--- config.mk ---
export PLATFORM = sky130hd
export DESIGN_NAME = matrix_keypad_scanner_code_lock_core
export DESIGN_NICKNAME = d
export VERILOG_FILES = /design/src/rtl/core/mkscl_pkg.sv /design/src/rtl/core/matrix_keypad_scanner_code_lock_core.sv /design/src/rtl/core/mkscl_skid.sv
export VERILOG_INCLUDE_DIRS = /design/src /design/src/rtl/core
export SDC_FILE = /design/constraint.sdc
export NUM_CORES = 1
export LEC_CHECK = 0
export BUFFER_PORTS_ARGS = -buffer_cell sky130_fd_sc_hd__buf_2
export CELL_PAD_IN_SITES_DETAIL_PLACEMENT = 1
export CELL_PAD_IN_SITES_GLOBAL_PLACEMENT = 1
export CORE_MARGIN = 5
export CORE_UTILIZATION = 40
export CTS_BUF_LIST = sky130_fd_sc_hd__clkbuf_4
export DETAILED_ROUTE_END_ITERATION = 10
export MAX_ROUTING_LAYER = met4
export PLACE_DENSITY = 0.69
export SETUP_SLACK_MARGIN = 0.15
export SLEW_MARGIN = 40
export SYNTH_ARGS = -nofsm -noshare
export SYNTH_HDL_FRONTEND = slang
export SYNTH_SLANG_ARGS = --single-unit
--- constraint.sdc ---
create_clock -name clk -period 4.4 [get_ports clk]
set_input_delay 0.66 -clock clk [delete_from_list [all_inputs] [get_ports clk]]
set_output_delay 0.66 -clock clk [all_outputs]
set_load 0.005 [all_outputs]
--- src/rtl/core/matrix_keypad_scanner_code_lock_core_defines.svh ---
// Assertion helpers used by the keypad lock skid buffer
`ifndef MATRIX_KEYPAD_SCANNER_CODE_LOCK_CORE_DEFINES_SVH
`define MATRIX_KEYPAD_SCANNER_CODE_LOCK_CORE_DEFINES_SVH

// Condition that must hold on every clock edge out of reset
`define MKSCL_ASSERT_ALWAYS(lbl, cond, msg) \
	lbl: assert property (@(posedge clk) disable iff (!arst_n) (cond)) else $error(msg);

// Condition in one cycle implies a consequence in the next
`define MKSCL_ASSERT_NEXT(lbl, ante, cons, msg) \
	lbl: assert property (@(posedge clk) disable iff (!arst_n) (ante) |=> (cons)) \
		else $error(msg);

`endif

--- src/rtl/core/mkscl_pkg.sv ---
`default_nettype none
package mkscl_pkg;

	localparam int unsigned NUM_DIGITS = 4;

	typedef logic [3:0] key_t;
	typedef logic [1:0] cfg_idx_t;

	// code register indexes
	localparam cfg_idx_t CFG_DIGIT_FIRST  = 2'd0;
	localparam cfg_idx_t CFG_DIGIT_SECOND = 2'd1;
	localparam cfg_idx_t CFG_DIGIT_THIRD  = 2'd2;
	localparam cfg_idx_t CFG_DIGIT_FOURTH = 2'd3;

	localparam key_t CODE_RESET_FIRST  = 4'd6;
	localparam key_t CODE_RESET_SECOND = 4'd9;
	localparam key_t CODE_RESET_THIRD  = 4'd6;
	localparam key_t CODE_RESET_FOURTH = 4'd9;

	localparam key_t KEY_A    = 4'd10;
	localparam key_t KEY_B    = 4'd11;
	localparam key_t KEY_C    = 4'd12;
	localparam key_t KEY_D    = 4'd13;
	localparam key_t KEY_STAR = 4'd14;
	localparam key_t KEY_HASH = 4'd15;

	typedef struct packed {
		logic [3:0] column_drive;
		logic       key_valid;
		key_t       key_index;
		key_t       last_key;
		logic       code_done;
		logic       unlocked;
	} result_t;

	function automatic key_t key_lookup(input logic [1:0] row, input logic [1:0] col);
		key_t k;
		k = 4'd0;
		case ({row, col})
			4'b00_00: k = 4'd1;
			4'b00_01: k = 4'd2;
			4'b00_10: k = 4'd3;
			4'b00_11: k = KEY_A;
			4'b01_00: k = 4'd4;
			4'b01_01: k = 4'd5;
			4'b01_10: k = 4'd6;
			4'b01_11: k = KEY_B;
			4'b10_00: k = 4'd7;
			4'b10_01: k = 4'd8;
			4'b10_10: k = 4'd9;
			4'b10_11: k = KEY_C;
			4'b11_00: k = KEY_STAR;
			4'b11_01: k = 4'd0;
			4'b11_10: k = KEY_HASH;
			4'b11_11: k = KEY_D;
			default:  k = 4'd0;
		endcase
		return k;
	endfunction

endpackage
`default_nettype wire

--- src/rtl/core/matrix_keypad_scanner_code_lock_core.sv ---
// Keypad scanner with four-key code lock.
// Each result is registered in the output buffer as its tick is accepted.
// Throughput: one tick per cycle; a two-entry output buffer lets intake run
// while a result waits, stalling only when both entries are full.
// Reset (arst_n low, asynchronous): scan at column 0, no press held, lock
// closed, last key 0, code digits 6 9 6 9, output buffer empty.
`default_nettype none
module matrix_keypad_scanner_code_lock_core (
	input  wire logic                 clk,
	input  wire logic                 arst_n,
	input  wire logic                 in_valid,
	output logic                      in_ready,
	input  wire logic [3:0]           row_levels,
	output logic                      out_valid,
	input  wire logic                 out_ready,
	output logic [3:0]                column_drive,
	output logic                      key_valid,
	output logic [3:0]                key_index,
	output logic [3:0]                last_key,
	output logic                      code_done,
	output logic                      unlocked,
	input  wire logic                 cfg_we,
	input  wire mkscl_pkg::cfg_idx_t  cfg_index,
	input  wire logic [3:0]           cfg_data
);
	import mkscl_pkg::*;

	key_t       code_q [NUM_DIGITS];
	logic [1:0] scan_col_q;
	logic       await_q;
	logic [1:0] held_row_q;
	key_t       last_key_q;
	logic [1:0] entry_cnt_q;
	logic       mismatch_q;
	logic       unlock_q;

	logic [1:0] scan_col_d;
	logic       await_d;
	logic [1:0] held_row_d;
	key_t       last_key_d;
	logic [1:0] entry_cnt_d;
	logic       mismatch_d;
	logic       unlock_d;
	logic       accept;
	logic       release_hit;
	logic [1:0] first_row;
	key_t       key;
	logic       done;
	result_t    res;
	result_t    res_out;

	assign accept = in_valid && in_ready;

	always_ff @(posedge clk or negedge arst_n) begin
		if (!arst_n) begin
			code_q[CFG_DIGIT_FIRST]  <= CODE_RESET_FIRST;
			code_q[CFG_DIGIT_SECOND] <= CODE_RESET_SECOND;
			code_q[CFG_DIGIT_THIRD]  <= CODE_RESET_THIRD;
			code_q[CFG_DIGIT_FOURTH] <= CODE_RESET_FOURTH;
		end else if (cfg_we) begin
			code_q[cfg_index] <= cfg_data;
		end
	end

	// lowest numbered high row wins
	always_comb begin
		if (row_levels[0]) begin
			first_row = 2'd0;
		end else if (row_levels[1]) begin
			first_row = 2'd1;
		end else if (row_levels[2]) begin
			first_row = 2'd2;
		end else begin
			first_row = 2'd3;
		end
	end

	assign release_hit = await_q && !row_levels[held_row_q];

	always_comb begin
		scan_col_d  = scan_col_q;
		await_d     = await_q;
		held_row_d  = held_row_q;
		last_key_d  = last_key_q;
		entry_cnt_d = entry_cnt_q;
		mismatch_d  = mismatch_q;
		unlock_d    = unlock_q;
		key         = 4'd0;
		done        = 1'b0;
		if (release_hit) begin
			key        = key_lookup(held_row_q, scan_col_q);
			last_key_d = key;
			if (entry_cnt_q == 2'd3) begin
				done        = 1'b1;
				unlock_d    = !(mismatch_q || (key != code_q[entry_cnt_q]));
				entry_cnt_d = 2'd0;
				mismatch_d  = 1'b0;
			end else begin
				entry_cnt_d = entry_cnt_q + 2'd1;
				mismatch_d  = mismatch_q || (key != code_q[entry_cnt_q]);
			end
			scan_col_d = 2'd0;
			await_d    = 1'b0;
		end else if (!await_q) begin
			if (row_levels == 4'd0) begin
				scan_col_d = scan_col_q + 2'd1;
			end else begin
				held_row_d = first_row;
				await_d    = 1'b1;
			end
		end
	end

	always_comb begin
		res.column_drive = 4'b0001 << scan_col_d;
		res.key_valid    = release_hit;
		res.key_index    = key;
		res.last_key     = last_key_d;
		res.code_done    = done;
		res.unlocked     = unlock_d;
	end

	always_ff @(posedge clk or negedge arst_n) begin
		if (!arst_n) begin
			scan_col_q  <= 2'd0;
			await_q     <= 1'b0;
			held_row_q  <= 2'd0;
			last_key_q  <= 4'd0;
			entry_cnt_q <= 2'd0;
			mismatch_q  <= 1'b0;
			unlock_q    <= 1'b0;
		end else if (accept) begin
			scan_col_q  <= scan_col_d;
			await_q     <= await_d;
			held_row_q  <= held_row_d;
			last_key_q  <= last_key_d;
			entry_cnt_q <= entry_cnt_d;
			mismatch_q  <= mismatch_d;
			unlock_q    <= unlock_d;
		end
	end

	mkscl_skid u_skid (
		.clk       (clk),
		.arst_n    (arst_n),
		.push      (accept),
		.push_data (res),
		.has_room  (in_ready),
		.out_valid (out_valid),
		.out_ready (out_ready),
		.out_data  (res_out)
	);

	assign column_drive = res_out.column_drive;
	assign key_valid    = res_out.key_valid;
	assign key_index    = res_out.key_index;
	assign last_key     = res_out.last_key;
	assign code_done    = res_out.code_done;
	assign unlocked     = res_out.unlocked;

endmodule
`default_nettype wire

--- src/rtl/core/mkscl_skid.sv ---
`default_nettype none
`include "matrix_keypad_scanner_code_lock_core_defines.svh"
module mkscl_skid (
	input  wire logic              clk,
	input  wire logic              arst_n,
	input  wire logic              push,
	input  wire mkscl_pkg::result_t push_data,
	output logic                   has_room,
	output logic                   out_valid,
	input  wire logic              out_ready,
	output mkscl_pkg::result_t     out_data
);
	import mkscl_pkg::*;

	result_t    head_q;
	result_t    tail_q;
	logic [1:0] cnt_q;
	logic       pop;

	assign pop       = out_valid && out_ready;
	assign out_valid = (cnt_q != 2'd0);
	assign has_room  = (cnt_q != 2'd2);
	assign out_data  = head_q;

	always_ff @(posedge clk or negedge arst_n) begin
		if (!arst_n) begin
			cnt_q <= 2'd0;
		end else begin
			case ({push, pop})
				2'b10:   cnt_q <= cnt_q + 2'd1;
				2'b01:   cnt_q <= cnt_q - 2'd1;
				default: cnt_q <= cnt_q;
			endcase
		end
	end

	// payload slots, no reset
	always_ff @(posedge clk) begin
		case ({push, pop})
			2'b10: begin
				if (cnt_q == 2'd0) head_q <= push_data;
				else tail_q <= push_data;
			end
			2'b01: begin
				head_q <= tail_q;
			end
			2'b11: begin
				if (cnt_q == 2'd1) begin
					head_q <= push_data;
				end else begin
					head_q <= tail_q;
					tail_q <= push_data;
				end
			end
			default: begin
				head_q <= head_q;
			end
		endcase
	end

	`MKSCL_ASSERT_ALWAYS(a_cnt_max, cnt_q <= 2'd2, "skid count overflow")
	`MKSCL_ASSERT_NEXT(a_cnt_up, push && !pop, cnt_q == $past(cnt_q) + 2'd1, "count not raised")
	`MKSCL_ASSERT_NEXT(a_cnt_dn, pop && !push, cnt_q == $past(cnt_q) - 2'd1, "count not lowered")
	`MKSCL_ASSERT_NEXT(a_tail_fwd, pop && !push && cnt_q == 2'd2,
		out_data == $past(tail_q), "queued request lost")

endmodule
`default_nettype wire
==> results of run 1 <==
==> cell families (layout without fill, tap and decap cells) <==
group,count (synthesis),after routing,share of synthesized area [%]
AOI/OAI and AO/OA,43,43,10.35
xor gates and xnor gates,6,6,1.732
adders and majority gates,12,12,4.948
buffers and inverters,23,63,4.248
DFF,61,61,55.59
muxes,30,30,13.24
and+or+nand+nor,58,58,9.897
==> per-layer routing <==
layer	global-route usage (%)	vias to the layer above	wire [um]
li1	-	919	-
met5	-	-	0
met1	18.21	904	2736
met3	3.302	13	209
met2	20.33	32	2655
met4	6.695	0	124
==> per-stage QoR <==
step                setup WS (ns)  total power (uW)  cell area, um2  hold slack (ns)  utilization, %
finish                      1.839              2291            3392           0.2888           46.27
global placement            1.884              1913            3264           0.4625           44.53
CTS                         1.842              2324            3392           0.3097           46.27
floorplan                   1.743              1698            3034           0.3644               -
global route                1.556              2476            3392           0.3295           46.27
detailed placement          1.807              1939            3264           0.4749           44.53
==> flip-flops by register name, indices dropped and copies added, names as in the netlist, 2 cells and up <==
name             count
code_q              16
u_skid.out_data     15
u_skid.tail_q       15
last_key_q           4
entry_cnt_q          2
held_row_q           2
scan_col_q           2
u_skid.cnt_q         2
==> path summary, 6_finish.rpt <==
path | end | depth (start not counted) | startpoint | slack (ns)
setup / recovery | u_skid.out_data[9] | 8 | u_skid.cnt_q[0] | 1.84
hold / removal | scan_col_q[1] | 1 | arst_n | 0.29
setup reg to reg | u_skid.out_data[9] | 8 | u_skid.cnt_q[0] | 1.84
hold reg to reg | last_key_q[1] | 2 | last_key_q[1] | 0.49
max in group asynchronous | entry_cnt_q[1] | 1 | arst_n | 3.64
min in group clk | last_key_q[1] | 2 | last_key_q[1] | 0.49
==> final cells by class <==
cell class / count / area share (%)
sequential: 61 / 49.72
multi-input combinational: 149 / 35.93
timing repair buffer: 33 / 5.017
tap: 99 / 3.652
clock buffer: 10 / 2.213
inverter: 14 / 1.918
clock inverter: 6 / 1.549
==> where the power goes <==
group	internal [uW]	switching, uW	total (uW)
registers	896	135	1030
clock network	174	207	382
logic	405	473	879
total	1480	816	2290
==> layout by cell type (no fill, tap or decap), drive strengths merged, types with 8 or more instances in the layout <==
cell,count
a21oi,9
a22o,8
buf,33
clkbuf,10
dfrtp,23
dfstp,8
edfxtp,30
ha,12
inv,15
mux2,18
nand2,27
nor2,10
o21ai,8
==> summary.md, run 1 <==
| Metric | Value |
|---|---|
| Mapped Avg Cell Area | 13.02 um2 |
| Setup Total Neg Slack | 0 ns |
| Startpoint Class | flip-flop |
| Most common cell in the netlist | edfxtp_1 |
| Clock skew | 0.02223 ns |
| I/O pin count | 32 |
| Post-CTS Hold Buffers | 0 |
| Crit path largest cell delay | 0.50 ns |
| Remaining Overflow, GRT | 0 |
| Total leakage power | 0.001442 uW |
| Dpl cells | 356 |
| FILL cells | 796 |
| Synthesized net count | 260 |
| Post-CTS setup buffer count | 0 |
| Final Max Slew Viols | 0 |
| Synthesized instance count | 233 |
| Nets | 295 |
| Asr flop ratio synth | 50.82% |
| Chip height | 97.10 um |
| Worst-margin pin slew | 0.7104 ns |
| HPWL reported at the end of detailed placement | 4254 um |
| Power per cell area | 675.4 nW/um2 |
| Crit end category | flip-flop |
| Residual DRC | 0 |
| Share of cells above drive strength 1 | 31.87% |
| Dominant cell type by area after synthesis | edfxtp_1 |
| DRT antenna net count | 0 |
| Area Growth Syn to Fin | 11.79% |
| Synth cell types | 45 |
| Antenna cells | 0 |
| Post_cts resized | 0 |
| Drt pass-1 iters | 4 |
| Achievable Freq | 390.4 MHz |
| Worst min path class | input pin to async pin |
| Gr usage total | 13.91% |
| Top Family by Delay on Critical Path | compound AO/OA/AOI/OAI gates |
| Share of the synthesized area in the top cell type | 29.69% |
| CTS tree | done |
| H-tree levels | 3 |
| Max clock buf depth | 2 |
| Final Cycle Share | 58.21% |
| Clock Sinks | 61 |
| Clock latency on the worst-skew pair | 0.41 ns |
| Die outline area | 9427 um2 |
| DRT iter0 DRCs | 54 |
| Synth warn | 0 |
| Vias per Instance | 5.022 |
| Worst Path Required | 4.64 ns |
| Vias post-DR | 1868 |
| Crit Path Category | flip-flop to flip-flop |
| Setup-failing EPs final | 0 |
| Tmin final | 2.561 ns |
| RSZ-0062 raised after global routing | false |
| IR drop worst, VDD | 0.2148 mV |
| Vias in the first global route | 2020 |
| Inserted Clock Buffers | 9 |
| Post-synth top cells | edfxtp_1 (30), nand2_1 (26), dfrtp_1 (23) |
| Core area | 7331 um2 |
| Pin count of the biggest net entering global routing | 32 |
| Starting density of the core | 41.39% |
| CP bufs+invs | 2 |
| Register bit total from synthesis | 61 |
| Worst slew margin | 52.64% |
| Status | completed |
| Critical Path Fanout Max | 9 |
| Root Buffer | clkbuf_4 |
| Rows | 31 |
| Final Hold Viols | 0 |
| DR WL/cell | 15.39 um |
| Routed WL | 5726 um |
| FF/Latch Area | 1687 um2 |
| GPL Wtd Cong | 0.7249 |
| First-pass GRT wire length | 10140 um |
| Port-buffer cells | 31 |
| Area of the multi-input gates | 1219 um2 |
| Post-Synthesis Cell Area | 3034 um2 |
| Max-cap viol count | 0 |
| Top cells by area, synth | edfxtp_1 (30%), dfrtp_1 (19%), dfstp_2 (6.9%), mux2_2 (6.7%), ha_1 (4.9%) |
| Post-synth EDFFs | 30 |
| Die Width | 97.10 um |
| Worst EP arrival | 2.80 ns |
| Antenna violations before repair | 0 |
| Critical path's slowest cell | o21ai_1 |
| Final non-filler cell total | 372 |
| Chain of cells forming the critical path | inv_1 > ha_1 > nand2b_1 > inv_1 > ha_1 > o21ai_1 > nand2_1 > o21ai_0 |
| Sequential area share after synthesis | 55.59% |
| Commonest register cell after synthesis | edfxtp_1 |
| Worst-path clk slew | 0.12 ns |
Power figures use the tool's default switching activity.
==> run 2, diff against run 1 <==
Clock period 4.4 ns to 2.36 ns, I/O delays scaled along.
==> run 2 against run 1 <==
Sequential share of layout area down 1.7 points. First-iteration DRC count down 20%. Clock-buffer cell count down 1. Setup slack worse by 1.6 ns. Cell area up 3.6%. Critical endpoint is now u_skid.out_data[0].
==> summary.md, run 2 (same netlist as run 1, synthesis figures left out) <==
| Metric | Value |
|---|---|
| R2R depth | 7 (-1) |
| Total leakage power | 0.001481 uW (+2.7%) |
| Final Hold Viols | 0 (unchanged) |
| HPWL reported at the end of detailed placement | 4527 um (+6.4%) |
| Worst Path Required | 2.60 ns (-2.04 ns) |
| Antenna violations before repair | 0 (unchanged) |
| Final Max Slew Viols | 0 (unchanged) |
| Routed WL | 6126 um (+7.0%) |
| Clock power frac | 14.0% (-2.7 points) |
| Area Growth Syn to Fin | 15.79% |
| Commonest cells after routing, fill and taps aside | buf_2 (30), edfxtp_1 (30), nand2_1 (26) |
| Sw frac | 37.01% (+1.4 points) |
| Vias per Instance | 5.029 (+0.14%) |
| First-pass GRT wire length | 10270 um (+1.3%) |
| PnR worst setup slack | 0.2579 ns (-1.581 ns) |
| Core Util, Final | 47.93% (+1.7 points) |
| Inserted Clock Buffers | 9 (unchanged) |
| Dpl cells | 366 (+2.8%) |
| DRT iter0 DRCs | 43 (-20%) |
| Share of cells above drive strength 1 | 38.38% (+6.5 points) |
| Worst-margin pin slew | 0.5363 ns (-0.1741 ns) |
| Nets | 306 (+3.7%) |
| Post-CTS setup buffer count | 0 (unchanged) |
| R2r setup slk | 0.26 ns (-1.58 ns) |
| Internal power | 2754 uW (+87%) |
| Crit end category | flip-flop |
| Crit path to | u_skid.out_data[0] |
| Critical Path Fanout Max | 4 (-5) |
| FF-to-FF Start | scan_col_q[1] |
| Worst R2R End | u_skid.out_data[0] |
| Core area | 7331 um2 (unchanged) |
| Power per cell area | 1244 nW/um2 (+84%) |
| GPL Wtd Cong | 0.8075 (+11%) |
| Gate power share | 42.3% (+3.9 points) |
| Clock latency on the worst-skew pair | 0.41 ns (about the same) |
| Startpoint Class | flip-flop |
| H-tree levels | 3 (unchanged) |
| Worst EP arrival | 2.34 ns (-0.46 ns) |
| DP Worst Slack | 0.03909 ns (-1.768 ns) |
| Vias post-DR | 1926 (+3.1%) |
| Rows | 31 (unchanged) |
| Vias in the first global route | 2041 (+1.0%) |
| Pin count of the biggest net entering global routing | 32 (unchanged) |
| Achievable Freq | 475.7 MHz (+22%) |
| Clock Sinks | 61 (unchanged) |
| Final non-filler cell total | 383 (+3.0%) |
| Gr usage total | 14.16% (+0.25 points) |
| DRT antenna net count | 0 (unchanged) |
| DR WL/cell | 15.99 um (+3.9%) |
| Chip height | 97.10 um (unchanged) |
| I/O pin count | 32 (unchanged) |
| Biggest register | code_q |
| Residual DRC | 0 (unchanged) |
| Flop pwr share | 43.7% (-1.3 points) |
| Net Sw Power | 1618 uW (+98%) |
| Root Buffer | clkbuf_4 |
| Die outline area | 9427 um2 (unchanged) |
| Starting density of the core | 41.39% (unchanged) |
| CTS tree | done |
| Final Cycle Share | 89.07% (+31 points) |
| Placed cell areas | 3363 um2 (+3.0%) |
| Drt pass-1 iters | 4 (unchanged) |
| Worst-path clk slew | 0.12 ns (about the same) |
| Setup Total Neg Slack | 0 ns (unchanged) |
| Max-cap viol count | 0 (unchanged) |
| Status | completed |
| Port-buffer cells | 31 (unchanged) |
| Worst slew margin | 63.23% (+11 points) |
| Cell area after layout | 3513 um2 (+3.6%) |
| Die Width | 97.10 um (unchanged) |
| Antenna cells | 0 (unchanged) |
| Start point of the critical path | scan_col_q[1] |
| IR drop worst, VDD | 0.3794 mV (+77%) |
| Remaining Overflow, GRT | 0 (unchanged) |
| RSZ-0062 raised after global routing | true |
| Tmin final | 2.102 ns (-0.4593 ns) |
| Clock skew | 0.02061 ns (-0.001614 ns) |
| Largest register FFs | 16 (unchanged) |
| Worst min path class | input pin to flip-flop |
| Max clock buf depth | 2 (unchanged) |
| Crit Path Category | flip-flop to flip-flop |
| Setup-failing EPs final | 0 (unchanged) |
-- run 2: cell count changes in the layout (fill, tap and decap cells not counted), moves of 2 or more --
cell and change:
clkinvlp_4 +2, buf_4 +10, clkinv_2 +2, inv_1 -2
-- run 2: per-stage QoR --
| step | power [uW] | hold WS, ns |
|---|---|---|
| 2_1_floorplan | 3187 | 0.05841 |
| 3_3_place_gp | 3685 | 0.4617 |
| 3_5_place_dp | 3753 | 0.4550 |
| 4_1_cts | 4399 | 0.2013 |
| 5_1_grt | 4694 | 0.1905 |
| 6_report | 4371 | 0.2230 |
-- run 2: worst min-delay path by stage --
| stage | startpoint | cells past startpoint | to | slack [ns] |
|---|---|---|---|---|
| detailed placement | arst_n | 1 | held_row_q[1] | 0.46 |
| global placement | arst_n | 1 | u_skid.cnt_q[1] | 0.46 |
| floorplan | arst_n | 0 | await_q | 0.06 |
| CTS | cfg_data[1] | 2 | code_q[1] | 0.20 |
| finish | cfg_data[3] | 2 | code_q[7] | 0.22 |
| global route | cfg_data[1] | 2 | code_q[5] | 0.19 |
-- run 2: cell type report --
type / instances / area [um2]
fillers: 799 / 3817
flip-flops and latches: 61 / 1688
multi-input cells: 149 / 1256
repair buffers: 44 / 270.3
well taps: 99 / 123.9
clock buffers: 9 / 67.56
inverters: 14 / 65.06
clock inverters: 7 / 42.54
-- run 2: power groups by stage --
stage               sequential, uW  combinational [uW]  clock, uW
global route                  1970                2040        680
floorplan                     1850                1340          0
detailed placement            1940                1820          0
finish                        1910                1850        610
CTS                           1920                1850        631
global placement              1910                1770          0
-- run 2: critical path: stages (launching register included) --
cell,delay [ns]
dfrtp_1,0.40
inv_1,0.12
ha_1,0.17
inv_1,0.04
mux4_2,0.53
xnor2_2,0.19
nand3_2,0.16
o41ai_2,0.32
-- run 2: repair_timing --
item	CTS	global route
hold buffers	1	0
endpoints found under the hold margin	5	0
resized for setup	5	6
endpoints found under the setup margin	5	19
-- run 2: metal layers --
layer  global-route usage, %  wire length [um]  vias up
met5                       -                 0        -
met4                   5.832                95        0
met3                   4.092               224       10
met2                   21.82              2917       30
met1                   17.50              2888      946
li1                        -                 -      940
